$ cat config.mk
export PLATFORM = sky130hd
export DESIGN_NAME = dda_line_rasterizer
export DESIGN_NICKNAME = d
export VERILOG_FILES = /design/src/sv/dda_pkg.sv /design/src/sv/dda_ctrl.sv /design/src/sv/dda_datapath.sv /design/src/sv/dda_line_rasterizer.sv
export SDC_FILE = /design/constraint.sdc
export NUM_CORES = 1
export LEC_CHECK = 0
export ABC_AREA = 1
export BUFFER_PORTS_ARGS = -buffer_cell sky130_fd_sc_hd__buf_2
export CAP_MARGIN = 20
export CORE_ASPECT_RATIO = 1.5
export CORE_MARGIN = 2
export CORE_UTILIZATION = 45
export CTS_CLUSTER_DIAMETER = 60
export DETAILED_ROUTE_END_ITERATION = 8
export HOLD_SLACK_MARGIN = 0.1
export SYNTH_ARGS = -nofsm -noshare
export SYNTH_HDL_FRONTEND = slang
export SYNTH_SLANG_ARGS = --single-unit
$ cat constraint.sdc
create_clock -name clk -period 5.6 [get_ports clk]
set_clock_uncertainty 0.2 [all_clocks]
set_input_delay 0.28 -clock clk [delete_from_list [all_inputs] [get_ports clk]]
set_output_delay 0.28 -clock clk [all_outputs]
set_load 0.01 [all_outputs]
$ cat src/sv/dda_pkg.sv
`timescale 1ns / 1ps

package dda_pkg;

  localparam int COORD_BITS_DEF = 13;
  localparam int FRAC_BITS_DEF  = 16;
  localparam int COLOR_BITS     = 32;
  localparam int SCREEN_BITS    = 12;

  localparam logic [SCREEN_BITS-1:0] SCREEN_WIDTH_RST  = 12'd800;
  localparam logic [SCREEN_BITS-1:0] SCREEN_HEIGHT_RST = 12'd600;

  localparam logic CMD_LOAD = 1'b0;
  localparam logic CMD_STEP = 1'b1;

  localparam logic REG_SCREEN_WIDTH  = 1'b0;
  localparam logic REG_SCREEN_HEIGHT = 1'b1;

  typedef struct packed {
    logic load;
    logic div_step;
    logic div_last;
    logic pixel;
  } ctrl_cmd_t;

  typedef struct packed {
    logic line_active;
  } dp_sts_t;

endpackage

$ cat src/sv/dda_ctrl.sv
`timescale 1ns / 1ps

module dda_ctrl #(
  parameter int COORD_BITS = dda_pkg::COORD_BITS_DEF,
  parameter int FRAC_BITS  = dda_pkg::FRAC_BITS_DEF
) (
  input  logic              clk,
  input  logic              rst_n,
  input  logic              in_valid,
  output logic              in_ready,
  input  logic              in_cmd,
  output logic              out_valid,
  input  logic              out_ready,
  input  dda_pkg::dp_sts_t  sts,
  output dda_pkg::ctrl_cmd_t cmd
);
  import dda_pkg::*;

  localparam int DIV_STEPS = COORD_BITS + FRAC_BITS + 1;
  localparam int CNT_W     = $clog2(DIV_STEPS);

  typedef enum logic [1:0] {
    S_IDLE = 2'b01,
    S_DIV  = 2'b10
  } state_t;

  state_t             state_r, state_nxt;
  logic [CNT_W-1:0]   cnt_r, cnt_nxt;
  logic               out_valid_r, out_valid_nxt;
  logic               in_fire;
  logic               cnt_end;

  assign cnt_end   = (cnt_r == CNT_W'(DIV_STEPS - 1));
  assign in_ready  = (state_r == S_IDLE) && (!out_valid_r || out_ready);
  assign in_fire   = in_valid && in_ready;
  assign out_valid = out_valid_r;

  always_comb begin
    cmd          = '0;
    cmd.load     = in_fire && (in_cmd == CMD_LOAD);
    cmd.pixel    = in_fire && (in_cmd == CMD_STEP) && sts.line_active;
    cmd.div_step = (state_r == S_DIV);
    cmd.div_last = (state_r == S_DIV) && cnt_end;
  end

  always_comb begin
    state_nxt = state_r;
    cnt_nxt   = cnt_r;
    case (state_r)
      S_IDLE: begin
        if (cmd.load) begin
          state_nxt = S_DIV;
          cnt_nxt   = '0;
        end
      end
      S_DIV: begin
        cnt_nxt = cnt_r + 1'b1;
        if (cnt_end) begin
          state_nxt = S_IDLE;
        end
      end
      default: begin
        state_nxt = S_IDLE;
      end
    endcase
  end

  always_comb begin
    out_valid_nxt = out_valid_r;
    if (cmd.pixel) begin
      out_valid_nxt = 1'b1;
    end else if (out_ready) begin
      out_valid_nxt = 1'b0;
    end
  end

  always_ff @(posedge clk) begin
    if (!rst_n) begin
      state_r     <= S_IDLE;
      cnt_r       <= '0;
      out_valid_r <= 1'b0;
    end else begin
      state_r     <= state_nxt;
      cnt_r       <= cnt_nxt;
      out_valid_r <= out_valid_nxt;
    end
  end

  a_load_starts_div: assert property (@(posedge clk) disable iff (!rst_n)
    cmd.load |=> (state_r == S_DIV) && (cnt_r == '0))
    else $error("load did not start the divider");

  a_div_ends: assert property (@(posedge clk) disable iff (!rst_n)
    cmd.div_last |=> (state_r == S_IDLE))
    else $error("divider did not return to idle");

  a_pixel_shown: assert property (@(posedge clk) disable iff (!rst_n)
    cmd.pixel |=> out_valid_r)
    else $error("pixel transfer lost");

  a_no_take_in_div: assert property (@(posedge clk) disable iff (!rst_n)
    (state_r == S_DIV) |-> !in_fire && !cmd.pixel)
    else $error("input taken while dividing");

endmodule

$ cat src/sv/dda_datapath.sv
`timescale 1ns / 1ps

module dda_datapath #(
  parameter int COORD_BITS = dda_pkg::COORD_BITS_DEF,
  parameter int FRAC_BITS  = dda_pkg::FRAC_BITS_DEF
) (
  input  logic                                clk,
  input  logic                                rst_n,
  input  dda_pkg::ctrl_cmd_t                  cmd,
  output dda_pkg::dp_sts_t                    sts,
  input  logic                                cfg_valid,
  input  logic                                cfg_index,
  input  logic [dda_pkg::SCREEN_BITS-1:0]     cfg_data,
  input  logic signed [COORD_BITS-1:0]        in_start_x,
  input  logic signed [COORD_BITS-1:0]        in_start_y,
  input  logic signed [COORD_BITS-1:0]        in_end_x,
  input  logic signed [COORD_BITS-1:0]        in_end_y,
  input  logic [dda_pkg::COLOR_BITS-1:0]      in_line_color,
  output logic signed [COORD_BITS-1:0]        out_pixel_x,
  output logic signed [COORD_BITS-1:0]        out_pixel_y,
  output logic [dda_pkg::COLOR_BITS-1:0]      out_pixel_color,
  output logic                                out_inside_window,
  output logic                                out_last_pixel
);
  import dda_pkg::*;

  localparam int POS_W  = COORD_BITS + FRAC_BITS + 1;
  localparam int STEP_W = FRAC_BITS + 2;
  localparam int LEFT_W = COORD_BITS + 1;
  localparam int D_W    = COORD_BITS + 1;
  localparam int NUM_W  = COORD_BITS + FRAC_BITS + 1;
  localparam int CMP_W  = (COORD_BITS - 1 > SCREEN_BITS) ? COORD_BITS - 1 : SCREEN_BITS;
  localparam logic [POS_W-1:0] HALF =
    {{(POS_W-FRAC_BITS){1'b0}}, 1'b1, {(FRAC_BITS-1){1'b0}}};

  // one restoring-division bit: returns {new remainder, quotient bit}
  function automatic logic [COORD_BITS:0] div_iter(input logic [COORD_BITS-1:0] rem,
                                                   input logic msb,
                                                   input logic [COORD_BITS-1:0] dv);
    logic [D_W-1:0] trial;
    logic [D_W-1:0] diff;
    trial = {rem, msb};
    diff  = trial - {1'b0, dv};
    if (trial >= {1'b0, dv}) begin
      div_iter = {diff[COORD_BITS-1:0], 1'b1};
    end else begin
      div_iter = {trial[COORD_BITS-1:0], 1'b0};
    end
  endfunction

  // half away from zero: add half, or half minus one when negative, then floor
  function automatic logic [COORD_BITS-1:0] round_pix(input logic [POS_W-1:0] p);
    logic [POS_W-1:0] s;
    s = p + (p[POS_W-1] ? (HALF - 1'b1) : HALF);
    round_pix = s[FRAC_BITS+COORD_BITS-1:FRAC_BITS];
  endfunction

  function automatic logic in_range(input logic [COORD_BITS-1:0] v,
                                    input logic [SCREEN_BITS-1:0] lim);
    in_range = !v[COORD_BITS-1] && (CMP_W'(v[COORD_BITS-2:0]) < CMP_W'(lim));
  endfunction

  logic [SCREEN_BITS-1:0]   width_r, height_r;
  logic [POS_W-1:0]         pos_x_r, pos_y_r;
  logic [STEP_W-1:0]        step_x_r, step_y_r;
  logic [LEFT_W-1:0]        left_r;
  logic [COLOR_BITS-1:0]    color_r;
  logic                     active_r;
  logic [COORD_BITS-1:0]    span_r;
  logic                     neg_x_r, neg_y_r;
  logic [COORD_BITS-1:0]    rem_x_r, rem_y_r;
  logic [NUM_W-1:0]         quo_x_r, quo_y_r;

  logic [D_W-1:0]           dx, dy, mag_x_full, mag_y_full;
  logic [COORD_BITS-1:0]    mag_x, mag_y, span;
  logic [NUM_W-1:0]         num_x, num_y;
  logic [COORD_BITS:0]      it_x, it_y;
  logic [NUM_W-1:0]         quo_x_nxt, quo_y_nxt;
  logic [STEP_W-1:0]        q_x, q_y;
  logic [COORD_BITS-1:0]    pix_x, pix_y;

  assign sts.line_active = active_r;

  // load: deltas, magnitudes, span and rounded numerators
  assign dx = {in_end_x[COORD_BITS-1], in_end_x} - {in_start_x[COORD_BITS-1], in_start_x};
  assign dy = {in_end_y[COORD_BITS-1], in_end_y} - {in_start_y[COORD_BITS-1], in_start_y};
  assign mag_x_full = dx[COORD_BITS] ? (D_W'(0) - dx) : dx;
  assign mag_y_full = dy[COORD_BITS] ? (D_W'(0) - dy) : dy;
  assign mag_x = mag_x_full[COORD_BITS-1:0];
  assign mag_y = mag_y_full[COORD_BITS-1:0];
  assign span  = (mag_x > mag_y) ? mag_x : mag_y;
  assign num_x = NUM_W'({mag_x, {FRAC_BITS{1'b0}}}) + NUM_W'(span[COORD_BITS-1:1]);
  assign num_y = NUM_W'({mag_y, {FRAC_BITS{1'b0}}}) + NUM_W'(span[COORD_BITS-1:1]);

  assign it_x = div_iter(rem_x_r, quo_x_r[NUM_W-1], span_r);
  assign it_y = div_iter(rem_y_r, quo_y_r[NUM_W-1], span_r);
  assign quo_x_nxt = {quo_x_r[NUM_W-2:0], it_x[0]};
  assign quo_y_nxt = {quo_y_r[NUM_W-2:0], it_y[0]};
  assign q_x = STEP_W'({1'b0, quo_x_nxt[FRAC_BITS:0]});
  assign q_y = STEP_W'({1'b0, quo_y_nxt[FRAC_BITS:0]});

  assign pix_x = round_pix(pos_x_r);
  assign pix_y = round_pix(pos_y_r);

  always_ff @(posedge clk) begin
    if (!rst_n) begin
      width_r  <= SCREEN_WIDTH_RST;
      height_r <= SCREEN_HEIGHT_RST;
    end else if (cfg_valid) begin
      case (cfg_index)
        REG_SCREEN_WIDTH:  width_r  <= cfg_data;
        REG_SCREEN_HEIGHT: height_r <= cfg_data;
        default: begin
        end
      endcase
    end
  end

  always_ff @(posedge clk) begin
    if (!rst_n) begin
      active_r <= 1'b0;
    end else if (cmd.load) begin
      active_r <= 1'b1;
    end else if (cmd.pixel && (left_r == LEFT_W'(1))) begin
      active_r <= 1'b0;
    end
  end

  always_ff @(posedge clk) begin
    if (cmd.load) begin
      pos_x_r <= {in_start_x[COORD_BITS-1], in_start_x, {FRAC_BITS{1'b0}}};
      pos_y_r <= {in_start_y[COORD_BITS-1], in_start_y, {FRAC_BITS{1'b0}}};
      left_r  <= LEFT_W'(span) + 1'b1;
      color_r <= in_line_color;
      span_r  <= span;
      neg_x_r <= dx[COORD_BITS];
      neg_y_r <= dy[COORD_BITS];
      rem_x_r <= '0;
      rem_y_r <= '0;
      quo_x_r <= num_x;
      quo_y_r <= num_y;
    end else if (cmd.div_step) begin
      rem_x_r <= it_x[COORD_BITS:1];
      rem_y_r <= it_y[COORD_BITS:1];
      quo_x_r <= quo_x_nxt;
      quo_y_r <= quo_y_nxt;
    end else if (cmd.pixel) begin
      pos_x_r <= pos_x_r + {{(POS_W-STEP_W){step_x_r[STEP_W-1]}}, step_x_r};
      pos_y_r <= pos_y_r + {{(POS_W-STEP_W){step_y_r[STEP_W-1]}}, step_y_r};
      left_r  <= left_r - 1'b1;
    end
  end

  // zero-length line: the divider ran on a zero divisor, force still steps
  always_ff @(posedge clk) begin
    if (cmd.div_last) begin
      if (span_r == '0) begin
        step_x_r <= '0;
        step_y_r <= '0;
      end else begin
        step_x_r <= neg_x_r ? (STEP_W'(0) - q_x) : q_x;
        step_y_r <= neg_y_r ? (STEP_W'(0) - q_y) : q_y;
      end
    end
  end

  always_ff @(posedge clk) begin
    if (cmd.pixel) begin
      out_pixel_x       <= pix_x;
      out_pixel_y       <= pix_y;
      out_pixel_color   <= color_r;
      out_inside_window <= in_range(pix_x, width_r) && in_range(pix_y, height_r);
      out_last_pixel    <= (left_r == LEFT_W'(1));
    end
  end

  a_active_has_pixels: assert property (@(posedge clk) disable iff (!rst_n)
    active_r |-> (left_r != '0))
    else $error("active line with no pixels left");

  a_last_ends_line: assert property (@(posedge clk) disable iff (!rst_n)
    (cmd.pixel && (left_r == LEFT_W'(1)) && !cmd.load) |=> !active_r)
    else $error("line stayed active after its last pixel");

  a_load_activates: assert property (@(posedge clk) disable iff (!rst_n)
    cmd.load |=> active_r)
    else $error("load did not start a line");

endmodule

$ cat src/sv/dda_line_rasterizer.sv
`timescale 1ns / 1ps

// DDA line rasterizer. A load transfer (in_cmd = 0) takes two end points and a
// color and then runs a one-bit-per-cycle restoring divider, which forms the
// Q-format x and y steps; in_ready is low while the divider runs. Each step
// transfer (in_cmd = 1) then gives one pixel through a registered output
// stage, one per cycle while the consumer keeps out_ready high, span + 1
// pixels per line with out_last_pixel on the final one. A step sent with no
// line loaded is taken and dropped. Configuration writes are always taken.
module dda_line_rasterizer #(
  parameter int COORD_BITS = dda_pkg::COORD_BITS_DEF,
  parameter int FRAC_BITS  = dda_pkg::FRAC_BITS_DEF
) (
  input  logic                            clk,
  input  logic                            rst_n,
  input  logic                            cfg_valid,
  output logic                            cfg_ready,
  input  logic                            cfg_index,
  input  logic [dda_pkg::SCREEN_BITS-1:0] cfg_data,
  input  logic                            in_valid,
  output logic                            in_ready,
  input  logic                            in_cmd,
  input  logic signed [COORD_BITS-1:0]    in_start_x,
  input  logic signed [COORD_BITS-1:0]    in_start_y,
  input  logic signed [COORD_BITS-1:0]    in_end_x,
  input  logic signed [COORD_BITS-1:0]    in_end_y,
  input  logic [dda_pkg::COLOR_BITS-1:0]  in_line_color,
  output logic                            out_valid,
  input  logic                            out_ready,
  output logic signed [COORD_BITS-1:0]    out_pixel_x,
  output logic signed [COORD_BITS-1:0]    out_pixel_y,
  output logic [dda_pkg::COLOR_BITS-1:0]  out_pixel_color,
  output logic                            out_inside_window,
  output logic                            out_last_pixel
);
  import dda_pkg::*;

  ctrl_cmd_t cmd;
  dp_sts_t   sts;

  assign cfg_ready = 1'b1;

  dda_ctrl #(
    .COORD_BITS (COORD_BITS),
    .FRAC_BITS  (FRAC_BITS)
  ) u_ctrl (
    .clk       (clk),
    .rst_n     (rst_n),
    .in_valid  (in_valid),
    .in_ready  (in_ready),
    .in_cmd    (in_cmd),
    .out_valid (out_valid),
    .out_ready (out_ready),
    .sts       (sts),
    .cmd       (cmd)
  );

  dda_datapath #(
    .COORD_BITS (COORD_BITS),
    .FRAC_BITS  (FRAC_BITS)
  ) u_datapath (
    .clk               (clk),
    .rst_n             (rst_n),
    .cmd               (cmd),
    .sts               (sts),
    .cfg_valid         (cfg_valid),
    .cfg_index         (cfg_index),
    .cfg_data          (cfg_data),
    .in_start_x        (in_start_x),
    .in_start_y        (in_start_y),
    .in_end_x          (in_end_x),
    .in_end_y          (in_end_y),
    .in_line_color     (in_line_color),
    .out_pixel_x       (out_pixel_x),
    .out_pixel_y       (out_pixel_y),
    .out_pixel_color   (out_pixel_color),
    .out_inside_window (out_inside_window),
    .out_last_pixel    (out_last_pixel)
  );

endmodule
==> impl_metrics.env <==
export IMPL_synth_seq_area_share=0.414
export IMPL_p_per_area_mw_per_mm2=289
export IMPL_synth_cell_types=53
export IMPL_crit_required_ns=5.68
export IMPL_cap_violations=0
export IMPL_root_buffer="clkbuf_16"
export IMPL_yosysMostFrequentCell="nand2_1"
export IMPL_worst_setup_path_end_kind="register"
export IMPL_cts_sinks=336
export IMPL_yosysWarnings=0
export IMPL_whs_path_depth=3
export IMPL_clkSlewWorstSetupHoldPaths_ns=0.06
export IMPL_cts_max_path_buffers=3
export IMPL_cpMaxStageDelayCell="fa_1"
export IMPL_p_switching_w=0.00249
export IMPL_multi_input_area_mm2=0.0113
export IMPL_status="complete, no violations"
export IMPL_synth_nets=3078
export IMPL_globalRouteOverflowTotal=0
export IMPL_cts_tree="built"
export IMPL_io_pin_count=166
export IMPL_p_sw_frac=0.334
export IMPL_h_tree_depth=2
export IMPL_hold_path_end="u_datapath.pos_y_r[25]$_DFFE_PP_"
export IMPL_netlist_instances=2785
export IMPL_critical_path_class="in -> reg"
export IMPL_tightest_slew_ns=0.882
export IMPL_drv_slew=0
export IMPL_grt_max_degree=71
export IMPL_routed_via_density=5.26
export IMPL_syn_to_final_growth_pct=16.7
export IMPL_synth_edf_count=245
export IMPL_regToRegStartpoint="u_datapath.pos_y_r[29]$_DFFE_PP_"
export IMPL_antenna_found_initial=0
export IMPL_fin_crit_ns=5.24
export IMPL_cts_buffers=38
export IMPL_hold_violations=0
export IMPL_synth_commonest_cells="554 x nand2_1, 386 x inv_1, 280 x nor2_1"
export IMPL_async_reset_ff_frac=0
export IMPL_clk_latency_ns=0.55
export IMPL_worstRegToRegCells=22
export IMPL_die_w_um=185
export IMPL_ys_top_cells_by_area="edfxtp_1 33%, ha_1 10%, nand2_1 9.4%"
export IMPL_start_kind="primary input"
export IMPL_gp_congestion=0.925
export IMPL_cp_max_fo=5
export IMPL_drc=0
export IMPL_place_hpwl_um=47900
export IMPL_hp_start="in_start_y[9]"
export IMPL_grt_pass1_wl_um=96800
export IMPL_hold_class="in -> reg"
export IMPL_finalWorstSetupSlack_ns=0.356
export IMPL_p_clk_frac=0.333
export IMPL_yosysTopAreaCell="edfxtp_1"
export IMPL_fin_hold_ws_ns=0.180
export IMPL_ys_seq_elements=336
export IMPL_die_h_um=276
export IMPL_report_power_total_w=0.00746
export IMPL_vias=19600
export IMPL_syn_avg_cell_area_um2=7.95
export IMPL_die_area_mm2=0.0510
export IMPL_drt_iter0_markers=969
export IMPL_nets=3330
export IMPL_wl_um=62200
export IMPL_final_setup_viol_count=0
export IMPL_max_freq_mhz=191
export IMPL_syn_area_mm2=0.0221
export IMPL_final_antenna_net_count=0
export IMPL_start_util=0.455
export IMPL_seq_area_mm2=0.00918
export IMPL_p_leak_nw=12.1
export IMPL_first_pass_iters=5
export IMPL_finalCritPeriodShare=0.936
export IMPL_slew_limit_headroom=0.410
export IMPL_combPwrFrac=0.271
export IMPL_layout_drive_gt1_share=0.102
export IMPL_seqPwrFrac=0.396
export IMPL_io_buffers=164
export IMPL_fill_cells=4630
export IMPL_r2r_slack_ns=0.48
export IMPL_n_antenna_cell=0
export IMPL_intPower_w=0.00497
export IMPL_first_global_vias=19300
export IMPL_ys_flop_type="edfxtp_1"
export IMPL_cpMostUsedCell="nand3_1"
export IMPL_synth_top_cell_area_share=0.332
export IMPL_grtUsageTotal=0.241
export IMPL_wire_per_inst_um=16.7
export IMPL_placementRows=99
export IMPL_coreArea_mm2=0.0487
export IMPL_rsz0062_at_grt="true"
export IMPL_ir_drop_mv=0.182
export IMPL_crit_arrival_ns=5.32
export IMPL_rr_endpoint="u_datapath.out_inside_window$_DFFE_PP_"
export IMPL_crit_path_max_incr_delay_ns=0.57
export IMPL_dp_worst_setup_slack_ns=0.176
-- worst max-delay path by stage --
stage,cells after the start,startpoint,end,slack [ns]
after CTS,31,in_start_y[0],u_datapath.left_r[12]$_DFFE_PP_,0.16
after global routing,34,in_start_y[0],u_datapath.left_r[12]$_DFFE_PP_,-0.07
after global placement,30,in_start_y[0],u_datapath.left_r[12]$_DFFE_PP_,0.24
after floorplan,33,in_end_y[0],u_datapath.left_r[12]$_DFFE_PP_,0.88
final,31,in_start_x[0],u_datapath.left_r[12]$_DFFE_PP_,0.36
after detailed placement,30,in_start_x[0],u_datapath.left_r[12]$_DFFE_PP_,0.18
-- layout by cell type (no fill, tap or decap), types with 39 or more instances in the layout --
cell type / netlist / layout
nand3_1: 175 / 175
buf_2: 2 / 164
clkbuf_16: 0 / 39
o21ai_0: 230 / 229
a21oi_1: 240 / 240
nand2_1: 554 / 552
dlygate4sd3_1: 0 / 82
nand4_1: 41 / 41
nor2_1: 280 / 276
inv_1: 386 / 384
dfxtp_1: 91 / 91
edfxtp_1: 245 / 245
xor2_1: 47 / 47
ha_1: 184 / 184
-- worst max-delay path, delay by kind of cell --
family                     cells  cell delay (ns)
and+or+nand+nor               20             2.19
AOI/OAI and AO/OA              1             0.44
buffers and inverters          5             0.84
adders and majority gates      5             1.55
-- through the flow --
stage / std cells / utilization / TNS, ns / instance area (µm²)
after floorplan: 2785 / - / 0 / 22100
after global placement: 3566 / 0.487 / 0 / 23700
after detailed placement: 3566 / 0.487 / 0 / 23700
after CTS: 3718 / 0.529 / 0 / 25800
after global routing: 3723 / 0.531 / -0.101 / 25800
final: 3723 / 0.531 / 0 / 25800
-- power groups by stage --
stage                     Clock [W]  Combinational (W)  Sequential [W]
final                       0.00249            0.00202         0.00295
after floorplan                   0            0.00138         0.00297
after global routing        0.00263            0.00226         0.00297
after detailed placement          0            0.00193         0.00300
after CTS                   0.00256            0.00199         0.00295
after global placement            0            0.00191         0.00300
-- cell families (layout without fill, tap and decap cells) --
kind of cell / after synthesis / count (layout) / synth area share
flip-flops: 336 / 336 / 0.414
XOR/XNOR: 81 / 81 / 0.0320
other: 1 / 1 / 0.000169
buffers and inverters: 451 / 733 / 0.0781
AO/OA/AOI/OAI: 578 / 578 / 0.141
AND/OR/NAND/NOR: 1148 / 1148 / 0.224
adder cells (fa/ha/maj): 190 / 190 / 0.109
-- registers in the layout (all words and copies together), names as in the netlist, 2 cells and up --
register / count
u_datapath.color_r: 32
u_datapath.out_pixel_color: 32
u_datapath.pos_x_r: 30
u_datapath.pos_y_r: 30
u_datapath.quo_x_r: 30
u_datapath.quo_y_r: 30
u_datapath.step_x_r: 18
u_datapath.step_y_r: 18
u_datapath.left_r: 14
u_datapath.out_pixel_x: 13
u_datapath.out_pixel_y: 13
u_datapath.rem_x_r: 13
u_datapath.rem_y_r: 13
u_datapath.span_r: 13
u_datapath.height_r: 12
u_datapath.width_r: 12
u_ctrl.cnt_r: 5
u_ctrl.state_r: 2
-- layer usage --
| layer | up-vias | global-route usage | part of all wire |
|---|---|---|---|
| li1 | 9943 | - | - |
| met1 | 9073 | 0.268 | 0.40 |
| met2 | 451 | 0.468 | 0.53 |
| met3 | 126 | 0.0224 | 0.032 |
| met4 | 0 | 0.0923 | 0.037 |
| met5 | - | 0 | 0 |
-- repair_timing --
action | 4_1_cts | 5_1_grt
buffers inserted | 0 | 3
hold buffers | 82 | 0
resized for setup | 0 | 5
hold endpoints to repair | 89 | 0
setup endpoints to repair | 0 | 5
-- final cells by class --
class | instances | area share
Multi-Input combinational cell | 1998 | 0.436
Sequential cell | 336 | 0.355
Timing Repair Buffer | 270 | 0.0719
Inverter | 393 | 0.0574
Clock buffer | 51 | 0.0407
Tap cell | 656 | 0.0318
Clock inverter | 19 | 0.00750
Power figures use the tool's default switching activity.
